File: src/design/sorted_edge_region_merge_assert.svh
// ---------------------------------------------------------------------------
// Sorted edge region merge assertion macros
// Implication checks on the local clk, masked while rst_n is low.
// ---------------------------------------------------------------------------
`ifndef SORTED_EDGE_REGION_MERGE_ASSERT_SVH
`define SORTED_EDGE_REGION_MERGE_ASSERT_SVH

// Same-cycle implication
`define SERM_ASSERT_NOW(label, ante, cons, msg) \
  label: assert property (@(posedge clk) disable iff (!rst_n) (ante) |-> (cons)) \
    else $error(msg);

// Next-cycle implication
`define SERM_ASSERT_NEXT(label, ante, cons, msg) \
  label: assert property (@(posedge clk) disable iff (!rst_n) (ante) |=> (cons)) \
    else $error(msg);

`endif

File: src/design/serm_ram.sv
// ---------------------------------------------------------------------------
// serm_ram
// Simple dual-port RAM: one write port, one read port, registered read.
// ---------------------------------------------------------------------------
module serm_ram #(
  parameter int WIDTH = 8,
  parameter int DEPTH = 16
) (
  input  logic                     clk,
  input  logic                     we,
  input  logic [$clog2(DEPTH)-1:0] waddr,
  input  logic [WIDTH-1:0]         wdata,
  input  logic [$clog2(DEPTH)-1:0] raddr,
  output logic [WIDTH-1:0]         rdata
);

  logic [WIDTH-1:0] mem [DEPTH];

  always_ff @(posedge clk) begin
    if (we) begin
      mem[waddr] <= wdata;
    end
    rdata <= mem[raddr];
  end

endmodule

File: config.mk
export PLATFORM = sky130hd
export DESIGN_NAME = serm_ram
export DESIGN_NICKNAME = d
export VERILOG_FILES = /design/src/design/sorted_edge_region_merge_assert.svh /design/src/design/serm_ram.sv
export SDC_FILE = /design/constraint.sdc
export NUM_CORES = 1
export LEC_CHECK = 0
export ABC_AREA = 0
export BUFFER_PORTS_ARGS = -buffer_cell sky130_fd_sc_hd__buf_2
export CORE_MARGIN = 10
export CORE_UTILIZATION = 40
export DETAILED_ROUTE_END_ITERATION = 10
export HOLD_SLACK_MARGIN = 0.06
export PLACE_DENSITY = 0.64
export SETUP_SLACK_MARGIN = 0.1
export SYNTH_ARGS = -nofsm -noshare
export SYNTH_HDL_FRONTEND = slang
export SYNTH_SLANG_ARGS = --single-unit
File: constraint.sdc
create_clock -name clk -period 2.15 [get_ports clk]
set_input_delay 0 -clock clk [delete_from_list [all_inputs] [get_ports clk]]
set_output_delay 0 -clock clk [all_outputs]
set_load 0.01 [all_outputs]
Word level (Yosys, flattened, before mapping)
Memory sizes are Yosys's and may differ from the RTL's. A register that Yosys moved wholly into a read port is not among the register bits.
Index checks and enable logic that the tools add are counted.
W data, S select, Z words.

word-level totals
  register bits = 0
  latch bits = 0
  RAM bits = 128
  ROM bits = 0
  input port bits = 18
  output and inout port bits = 8
  word-level logic and storage cells = 3
  memories = 1

operators by class
  $add $sub $neg = 0
  multiply operators = 0
  divide/modulo/power cells = 0
  magnitude comparators = 0
  equal/unequal tests = 0
  shift operators = 0
  mux-type cells = 2
  bitwise logic cells = 0
  reduce and logical (&&, ||, !) cells = 0

memory list
  name  depth  bits a word  read ports  clocked after Yosys merged registers in  write ports  RTL line        RTL
  mem   16     8            1           1                                        1            serm_ram.sv:17  logic [WIDTH-1:0] mem [DEPTH];

operators with widths
  operator  count
  $mux W1   2

Longest topological paths before layout
  word-level depth = 2
  gate-level depth with buffers = 5
  mapped depth without buffers = 3

Worst setup path before layout
No wires, ideal clock.

  kind = input port to flip-flop
  start = input port waddr[2]
  end = memory mem[0][0] (enable)
  library setup time = 383 ps
  arrival time = 1,110 ps
  data required time = 1,767 ps
  path slack = 657 ps
  stages = 2
  path buffers = 0
  path through = or3b_2 nor3_1

RTL lines
  item         RTL line        RTL
  from (decl)  serm_ram.sv:11  input logic [$clog2(DEPTH)-1:0] waddr,
  to (decl)    serm_ram.sv:17

Straight into the memory's write port.

Worst setup path after layout
  start = input port waddr[0]
  end = memory mem[4][1] (enable)

Straight into the memory's write port.

==> results by group <==
Timing
  – Final Cycle Share: 68.4%
  – Final hold vios: 0
  – Tmin final: 1.47 ns
  – Final setup fails: 0
  – Fmax: 680 MHz
  – Final Slew Violations: 0
  – Worst-Margin Slew: 0.773 ns
  – Setup TNS: 0 ns
  – Slew margin rel.: 48.3%
  – Clock Skews: 0.00663 ns
  – RSZ-0062 raised after global routing: false

Power and ir drop
  – Leak Pwr: 2.14 nW
  – Largest vdd supply drop: 469 uV
  – P per Cell Area: 989 mW/mm^2

Critical path
  – Crit-path max FO: 7
  – Worst endpoint data arrival time: 1.58 ns
  – Critical path, cell by cell: dlygate4sd3_1 -> buf_2 -> nor3_1 -> dlygate4sd3_1
  – Slowest cell on the critical path: dlygate4sd3_1
  – CP Class: in -> reg
  – FF-to-FF setup slack: 0.70 ns
  – Critical Path RT: 2.26 ns
  – CP endpoint kind: flop
  – Critical Path Start Type: input pin
  – Most frequent CP cell: dlygate4sd3_1
  – CP max stage delay: 0.64 ns

Synth
  – Post-synthesis register bit count: 136
  – Share of the synthesized area in the top cell type: 74.7%
  – Syn Inst Count: 229
  – Syn Nets: 247
  – Synth cell types: 19
  – Synth area leader: edfxtp_1
  – Mapped Area: 0.00515 mm^2
  – Syn. warnings: 0
  – Top cells by area, synth: edfxtp_1, mux4_2, mux4_1
  – Sequential share of the synthesized area: 77.8%
  – Avg Inst Size Synth: 22.5 um^2

GRT
  – Initial antenna violation count: 0
  – GRT Total Usage: 12.0%
  – Number of global-route vias before repair: 2631
  – Largest net degree at the start of global routing: 22
  – First-pass GRT wire length: 15800 um
  – Remaining global-route overflow: 0

Cells and area
  – Area grow syn2layout: 22.0%
  – Ratio of cells with drive above 1 in the final layout: 30.2%
  – Most frequent cells in the layout: edfxtp_1, buf_2, mux4_2
  – Layout Cells excl Fill: 477
  – # nets final: 310
  – Final Util: 49.8%
  – Most common cell after layout, fill and taps aside: edfxtp_1
  – Number of diodes: 0

Die
  – Die Wd: 133 um
  – Die ar.: 0.0178 mm^2
  – CORE AREA: 0.0126 mm^2
  – Chip height: 133 um
  – Initial core utilization: 40.8%
  – Row count: 41
  – Count of boundary I/O pins: 26

Clocking
  – Clock buffer count from CTS: 17
  – Root Buffer: clkbuf_16
  – Skew-Pair Late Insertion Delay: 0.40 ns
  – Clk slew on worst S/H paths: 0.05 ns
  – Htree depth: 4
  – Clock Tree Buf Depth: 2
  – Sink Count: 136
  – TritonCTS clock tree: yes
  – Post-CTS sizing: 0

Route
  – Drt drc: 0
  – DRT Pass-1 Iters: 4
  – Final ANT Viol Nets: 0
  – Vias per std cell: 5.22
  – 1st-iter DRT viols: 221
  – Vias: 2488
  – Routed length per placed instance: 21.2 um
  – WL final: 10100 um

Placed design
  – Port bufs: 25
  – GP Congestion: 0.714
  – Dpl cells: 435
  – Detail Placement HPWL: 6640 um

Run
  – Max_cap viols: 0

Worst hold path
  – Worst min-delay path class: in -> reg

Status
  – Status: finished, final reports clean
==> critical path: cells and delay by family <==
family | cells | cell delay, ns
AND/OR/NAND/NOR | 1 | 0.25
buffers and inverters | 3 | 1.33
==> synthesized netlist by cell type, drive strengths merged <==
master,count
edfxtp,128
or3b,1
nor2b,1
nand2,9
buf,7
nor3,4
nor2,13
and2b,1
nand3,1
nand2b,2
clkdlybuf4s25,3
mux4,32
a22oi,16
and2,1
nand3b,2
dfxtp,8
==> area by class of cell <==
class | count | area [um^2]
Clock buffer | 18 | 429
Fill cell | 1060 | 6340
Multi-Input combinational cell | 83 | 1060
Sequential cell | 136 | 4000
Timing Repair Buffer | 54 | 393
Clock inverter | 14 | 181
Tap cell | 172 | 215
==> flip-flops by register name (all words and copies together), names as in the netlist <==
register and cells:
mem 128, rdata 8
==> metal layers <==
layer  up-vias  GRT usage (%)  part of all wire [%]
li1       1105              -                     -
met1      1295           15.5                    44
met2        76           18.3                    49
met3        12           4.14                   5.3
met4         0           4.59                   1.3
met5         -              0                     0
==> cells by family after synthesis <==
group / after synthesis / synth area share, %
AO/OA/AOI/OAI: 16 / 2.33
buffers and inverters: 10 / 1.68
flip-flops: 136 / 77.8
multiplexers: 32 / 15.0
AND/OR/NAND/NOR: 35 / 3.18
==> where the power goes <==
part           total (W)  switching, W  internal, W
clock            0.00294       0.00101      0.00192
sequential       0.00298     0.0000154      0.00297
combinational   0.000293      0.000162     0.000130
total            0.00621       0.00119      0.00502
==> through the flow <==
| stage | cell area (um^2) | hold WS (ns) | worst slack [ns] | power (W) |
|---|---|---|---|---|
| global placement | 5570 | 0.384 | 0.478 | 0.00331 |
| finish | 6280 | 0.156 | 0.679 | 0.00621 |
| detailed placement | 5570 | 0.399 | 0.471 | 0.00332 |
| floorplan | 5150 | 0.0989 | 0.657 | 0.00319 |
| global route | 6280 | 0.176 | 0.634 | 0.00642 |
| CTS | 6280 | 0.142 | 0.704 | 0.00628 |
==> worst paths after layout <==
kind | depth (start not counted) | from | end
setup / recovery | 4 | waddr[0] | mem[4][1]
hold / removal | 3 | waddr[2] | mem[1][7]
setup reg to reg | 3 | mem[1][2] | rdata[2]
hold reg to reg | 3 | mem[15][2] | rdata[2]
==> timing repair <==
item                      in CTS  in global routing
hold buffers                  10                  0
hold endpoints to repair     130                  0
buffers inserted               0                  0
(Power assumes the default switching activity.)
