**src/design/sorted_edge_region_merge_assert.svh**
```systemverilog
// ---------------------------------------------------------------------------
// Sorted edge region merge assertion macros
// Implication checks on the local clk, masked while rst_n is low.
// ---------------------------------------------------------------------------
`ifndef SORTED_EDGE_REGION_MERGE_ASSERT_SVH
`define SORTED_EDGE_REGION_MERGE_ASSERT_SVH

// Same-cycle implication
`define SERM_ASSERT_NOW(label, ante, cons, msg) \
  label: assert property (@(posedge clk) disable iff (!rst_n) (ante) |-> (cons)) \
    else $error(msg);

// Next-cycle implication
`define SERM_ASSERT_NEXT(label, ante, cons, msg) \
  label: assert property (@(posedge clk) disable iff (!rst_n) (ante) |=> (cons)) \
    else $error(msg);

`endif

```
**src/design/serm_pkg.sv**
```systemverilog
// ---------------------------------------------------------------------------
// serm_pkg
// Shared widths, constants and divider interface types.
// ---------------------------------------------------------------------------
package serm_pkg;

  localparam int NUM_REGIONS = 4096;
  localparam int ID_W        = $clog2(NUM_REGIONS);
  localparam int REGION_W    = 12;
  localparam int WGT_W       = 16;
  localparam int SIZE_W      = 13;
  localparam int THR_W       = 24;
  localparam int CFG_IDX_W   = 2;
  localparam int DIV_CNT_W   = $clog2(THR_W);

  localparam logic [SIZE_W-1:0] SIZE_MAX = '1;
  localparam logic [THR_W-1:0]  THR_MAX  = '1;
  localparam logic [THR_W-1:0]  K_RESET  = 24'd76800;

  localparam logic [CFG_IDX_W-1:0] CFG_PASS_MODE = 2'd0;
  localparam logic [CFG_IDX_W-1:0] CFG_MERGE_K   = 2'd1;
  localparam logic [CFG_IDX_W-1:0] CFG_MIN_SIZE  = 2'd2;

  typedef struct packed {
    logic              start;
    logic [THR_W-1:0]  dividend;
    logic [SIZE_W-1:0] divisor;
  } div_req_t;

  typedef struct packed {
    logic             done;
    logic [THR_W-1:0] quotient;
  } div_rsp_t;

endpackage

```
**src/design/serm_div.sv**
```systemverilog
// ---------------------------------------------------------------------------
// serm_div
// Restoring divider, one quotient bit per cycle: k / size.
// ---------------------------------------------------------------------------
module serm_div (
  input  logic               clk,
  input  logic               rst_n,
  input  serm_pkg::div_req_t req,
  output serm_pkg::div_rsp_t rsp
);
  import serm_pkg::*;

  logic                 busy_r;
  logic                 done_r;
  logic [DIV_CNT_W-1:0] cnt_r;
  logic [SIZE_W-1:0]    rem_r;
  logic [SIZE_W-1:0]    dvs_r;
  logic [THR_W-1:0]     dq_r;
  logic [SIZE_W:0]      rem_sh;
  logic                 ge;
  logic [SIZE_W:0]      rem_sub;

  assign rem_sh  = {rem_r, dq_r[THR_W-1]};
  assign ge      = rem_sh >= {1'b0, dvs_r};
  assign rem_sub = rem_sh - {1'b0, dvs_r};

  always_ff @(posedge clk) begin
    if (!rst_n) begin
      busy_r <= 1'b0;
      done_r <= 1'b0;
      cnt_r  <= '0;
    end else begin
      done_r <= 1'b0;
      if (req.start) begin
        busy_r <= 1'b1;
        cnt_r  <= '0;
      end else if (busy_r) begin
        cnt_r <= cnt_r + 1'b1;
        if (cnt_r == DIV_CNT_W'(THR_W - 1)) begin
          busy_r <= 1'b0;
          done_r <= 1'b1;
        end
      end
    end
  end

  // Dividend shifts out the top while quotient bits shift in at the bottom
  always_ff @(posedge clk) begin
    if (req.start) begin
      rem_r <= '0;
      dvs_r <= req.divisor;
      dq_r  <= req.dividend;
    end else if (busy_r) begin
      rem_r <= ge ? rem_sub[SIZE_W-1:0] : rem_sh[SIZE_W-1:0];
      dq_r  <= {dq_r[THR_W-2:0], ge};
    end
  end

  assign rsp.done     = done_r;
  assign rsp.quotient = dq_r;

endmodule
```
**config.mk**
```make
export PLATFORM = sky130hd
export DESIGN_NAME = serm_div
export DESIGN_NICKNAME = d
export VERILOG_FILES = /design/src/design/sorted_edge_region_merge_assert.svh /design/src/design/serm_pkg.sv /design/src/design/serm_div.sv
export SDC_FILE = /design/constraint.sdc
export NUM_CORES = 1
export LEC_CHECK = 0
export BUFFER_PORTS_ARGS = -buffer_cell sky130_fd_sc_hd__buf_2
export CAP_MARGIN = 20
export CORE_AREA = 2 2 97 99
export DETAILED_ROUTE_END_ITERATION = 7
export DIE_AREA = 0 0 99 101
export SLEW_MARGIN = 20
export SYNTH_ARGS = -nofsm -noshare
export SYNTH_HDL_FRONTEND = slang
export SYNTH_SLANG_ARGS = --single-unit
```
**constraint.sdc**
```tcl
create_clock -name clk -period 3.39 [get_ports clk]
set_clock_uncertainty 0.1 [all_clocks]
set_input_delay 0.5085 -clock clk [delete_from_list [all_inputs] [get_ports clk]]
set_output_delay 0.5085 -clock clk [all_outputs]
set_load 0.1 [all_outputs]
```
=== Word-level counts from Yosys, hierarchy flattened ===
Index checks and enable logic that the tools add are counted.

* Add/subtract/negate cells: 2
* Order comparisons: 1
* Equality and inequality tests: 1
* Mux-type cells: 7
* Bitwise logic cells: 2
* Reductions and logical operators: 3

{| class="wikitable"
|+ Operators with widths
! kind !! number
|-
| 24-bit two-way mux || 2
|-
| 14-bit by 13-bit greater-or-equal comparator with 1-bit output || 1
|-
| 13-bit two-way mux || 1
|-
| 13-bit subtractor || 1
|-
| 5-bit by 1-bit adder with 5-bit output, second input constant || 1
|-
| 5-bit equality test, second input constant || 1
|-
| 1-bit two-way mux || 4
|-
| 3-bit OR reduction || 1
|-
| 1-bit inverter || 2
|-
| 2-bit nonzero test || 1
|-
| 2-bit OR reduction || 1
|}

* Register bits after elaboration: 57
* Input bits: 40

=== Longest topological paths before layout ===
* Word-level depth: 4
* Depth in mapped cells: 11

=== Least setup slack after synthesis ===
No wires, ideal clock.

* Kind: flip-flop to flip-flop
* Start point: register dq_r[23]
* End point: register dq_r[0], data pin
* Library setup time: 0.260 ns
* Data arrival time: 2.644 ns
* Path slack: 0.386 ns
* Cell stages (with the launch flop): 11
* Buffers on the path: 0
* Path through: edfxtp_1 > inv_1 > ha_1 > inv_1 > fa_1 > a211oi_1 > o21ai_1 > a21oi_2 > a21o_1 > nand2_1 > mux2_2

* Word-level cells in the longest chain between the ends: 3

{| class="wikitable"
|+ RTL lines
! what !! RTL line !! text
|-
| start, declared || serm_div.sv:18 || <nowiki>logic [THR_W-1:0] dq_r;</nowiki>
|-
| start signal, assigned || serm_div.sv:52 || <nowiki>dq_r <= req.dividend;</nowiki>
|-
| start signal, assigned || serm_div.sv:55 || <nowiki>dq_r <= {dq_r[THR_W-2:0], ge};</nowiki>
|-
| 14-bit by 13-bit greater-or-equal comparator with 1-bit output || serm_div.sv:24 || <nowiki>assign ge = rem_sh >= {1'b0, dvs_r};</nowiki>
|-
| 24-bit two-way mux || serm_div.sv:53 || <nowiki>end else if (busy_r) begin</nowiki>
|-
| 24-bit two-way mux || serm_div.sv:49 || <nowiki>if (req.start) begin</nowiki>
|}

Every way passes these cells. The select of a mux whose other input is x is not followed.
A chain may end at the register's enable or synchronous reset.

=== Final worst setup path ===
* Start point: register dq_r[23]
* End point: register rem_r[9]

* Word-level cells in the longest chain between the ends: 2
* Elaborated cells between the ends (all ways): 3
* Those cells by class: add/sub: 1; order compare: 1; mux: 1

{| class="wikitable"
|+ RTL lines
! what !! RTL line !! text
|-
| 13-bit subtractor or 14-bit by 13-bit greater-or-equal comparator with 1-bit output (tied branches) || serm_div.sv:25, serm_div.sv:24 ||
|-
| 13-bit two-way mux * || serm_div.sv:54 || <nowiki>rem_r <= ge ? rem_sub[SIZE_W-1:0] : rem_sh[SIZE_W-1:0];</nowiki>
|-
| end signal, assigned || serm_div.sv:54 ||
|-
| end, declared || serm_div.sv:16 || <nowiki>logic [SIZE_W-1:0] rem_r;</nowiki>
|}

Mark *: on every way between the ends. The rest lies on a longest branch, timed or not.

==> flow_metrics.tcl <==
set metrics [dict create \
    wire_per_inst_um 14.3 \
    postCtsHoldBufs 0 \
    cts_setup_buffers 0 \
    grt-ovfl-total 0 \
    nNetsFinal 390 \
    fin_setup_tns_ps 0 \
    grt_max_degree 36 \
    rsz0062_at_grt "false" \
    num_vias 2332 \
    final_area_mm2 0.00371 \
    synth_cells 271 \
    drv_cap 0 \
    drc 0 \
    grt.total_usage 0.133 \
    yosysWarnings 0 \
    via_per_inst 5.17 \
    syn_area_mm2 0.00305 \
    cp_slowest_cell "fa_1" \
    synth_top_area_frac 0.365 \
    status "complete, no violations" \
    period_share 0.830 \
    peakVddDrop_v 0.000382 \
    hold_viol 0 \
    synth_top_cell_by_area "edfxtp_1" \
    cp.required_ps 3530 \
    cts_made_buffers 9 \
    dr.pass1.iters 4 \
    port_buffers 64 \
    n_antenna_cell 0 \
    setup_violations 0 \
    yosysUniqueCellTypes 51 \
    cts_resized 0 \
    ios 65 \
    antenna_found_initial 0 \
    worstSkewPairLatency_ps 340 \
    postPlaceCellArea_mm2 0.00346 \
    multi_input_area_mm2 0.00139 \
    slowest_delay_ps 410 \
    setup.worst_path.class "reg2reg" \
    cp.arrival_ps 2960 \
    die_y_um 101 \
    grt_pass1_wl_um 10600 \
    tritoncts "built" \
    syn_to_final_growth_pct 21.9 \
    ys_seq_area_frac 0.496 \
    synth_edf_count 37 \
    fp-row-count 35 \
    htree_levels 3 \
    initial_core_util 0.339 \
    worstPathCellList "inv_1, ha_1, inv_1, fa_1, a211oi_1, o21ai_1, a21oi_2, a21o_1, buf_4, nand3_1, a311oi_2" \
    netlist_top_cells_area "edfxtp_1 (36%), dfxtp_1 (13%), mux2_2 (8.9%)" \
    total_leakage_power_nw 1.54 \
    wirelength_um 6460 \
    root_buffer "clkbuf_8" \
    clock.fmax_mhz 355 \
    drtIter0Drc 145 \
    die_w_um 99 \
    core-area_mm2 0.00898 \
    ys_ff_latch 57 \
    crit_top_cell "inv_1" \
    postRouteAntennaNets 0 \
    cp-end-kind "flop" \
    syn_nets 326 \
    cts_sinks 57 \
    p_per_area_mw_per_mm2 612 \
    slew_headroom 0.613 \
    synthArstFlopShare 0 \
    place_hpwl_um 4540 \
    die_area_mm2 0.0100 \
    first_global_vias 2244 \
    tightest_slew_ps 581 \
    nFillCells 865 \
    finalCriticalPeriod_ps 2820 \
    yosysMostFrequentCell "edfxtp_1" \
    drive_above_1_share 0.353 \
    maxSlewViolCount 0 \
    gp_congestion 0.798 \
    hold_path.class "in2reg" \
    crit_fanout 8 \
    synth_commonest_cells "edfxtp_1 (37), mux2_2 (24), dfxtp_1 (20)" \
    syn_avg_cell_area_um2 11.2 \
    max-clock-path-buffers 2 \
    ys.flop_type "edfxtp_1" \
    crit_path_start_kind "flop" \
    regArea_mm2 0.00151 \
    clk_pin_slew_worst_paths_ps 70 \
]
state kept, by name, summed over array words and instances, names as in the netlist:
signal  cells
rem_r      13
cnt_r       5
dq_r       24
dvs_r      13
done_r      1
busy_r      1
cell type report:
type / instances / share of cell area
repair buffers: 69 / 0.0964
clock buffers: 9 / 0.0334
multi-input cells: 181 / 0.375
well taps: 111 / 0.0374
inverters: 17 / 0.0172
clock inverters: 7 / 0.0337
flip-flops and latches: 57 / 0.407
layout by cell type (no fill, tap or decap), types with 3 or more instances in the layout:
master | synthesis | final
buf_2 | 3 | 64
edfxtp_1 | 37 | 37
mux2_2 | 24 | 24
dfxtp_1 | 20 | 20
nor2_1 | 19 | 19
inv_1 | 17 | 17
nand3_1 | 14 | 14
ha_1 | 14 | 14
o21ai_1 | 10 | 10
a21oi_1 | 10 | 10
a311oi_1 | 9 | 9
clkbuf_8 | 0 | 9
nand2_1 | 8 | 8
xor2_1 | 6 | 6
xnor2_1 | 6 | 6
a21o_1 | 5 | 5
buf_4 | 2 | 5
nand4_1 | 4 | 4
nor3_1 | 4 | 4
o21ai_0 | 3 | 3
mux2i_1 | 3 | 3
nand3b_1 | 3 | 3
nor2b_1 | 3 | 3
a311oi_2 | 3 | 3
bufinv_16 | 0 | 3
worst paths after layout:
path	cells after the start	slack [ps]	to	start
min	1	240	dvs_r[2]$_DFFE_PP_	req[2]
max	11	570	rem_r[9]$_SDFFE_PP0P_	dq_r[23]$_DFFE_PP_
min reg2reg	2	400	done_r$_SDFF_PP0_	cnt_r[4]$_SDFFE_PP0P_
max reg2reg	11	570	rem_r[9]$_SDFFE_PP0P_	dq_r[23]$_DFFE_PP_
layer usage:
metal  share of wire  track usage
met1            0.47        0.173
met2            0.45        0.198
met3           0.065       0.0423
met4           0.018       0.0706
met5               0            0
where the power goes:
group	internal, mW	switching (mW)	total, mW
Clock	0.496	0.306	0.802
Combinational	0.190	0.438	0.628
Sequential	0.811	0.0334	0.844
Total	1.50	0.778	2.27
critical path: cells and delay by family (launching register included):
family / cells / cell delay (ps)
buf+inv: 3 / 340
fa+ha+maj: 2 / 570
flops: 1 / 390
compound gates: 5 / 1200
simple gates: 1 / 100
metrics by stage:
step                hold slack (ps)  power, mW  utilization  setup WS [ps]  std cells
finish                          240       2.27        0.414            575        451
global route                    222       2.38        0.414            324        451
CTS                             215       2.30        0.414            585        451
detailed placement              389       1.49        0.386            610        435
global placement                387       1.48        0.386            678        435
floorplan                       367       1.37            -            386        271
cells by family (layout without fill, tap and decap cells):
group,Yosys count,count (layout),synth area share
flops,57,57,0.496
xor+xnor,12,12,0.0345
fa+ha+maj,15,15,0.0641
buf+inv,33,102,0.0468
mux,27,27,0.0986
simple gates,69,69,0.120
compound gates,58,58,0.140
Power figures use the tool's default switching activity.
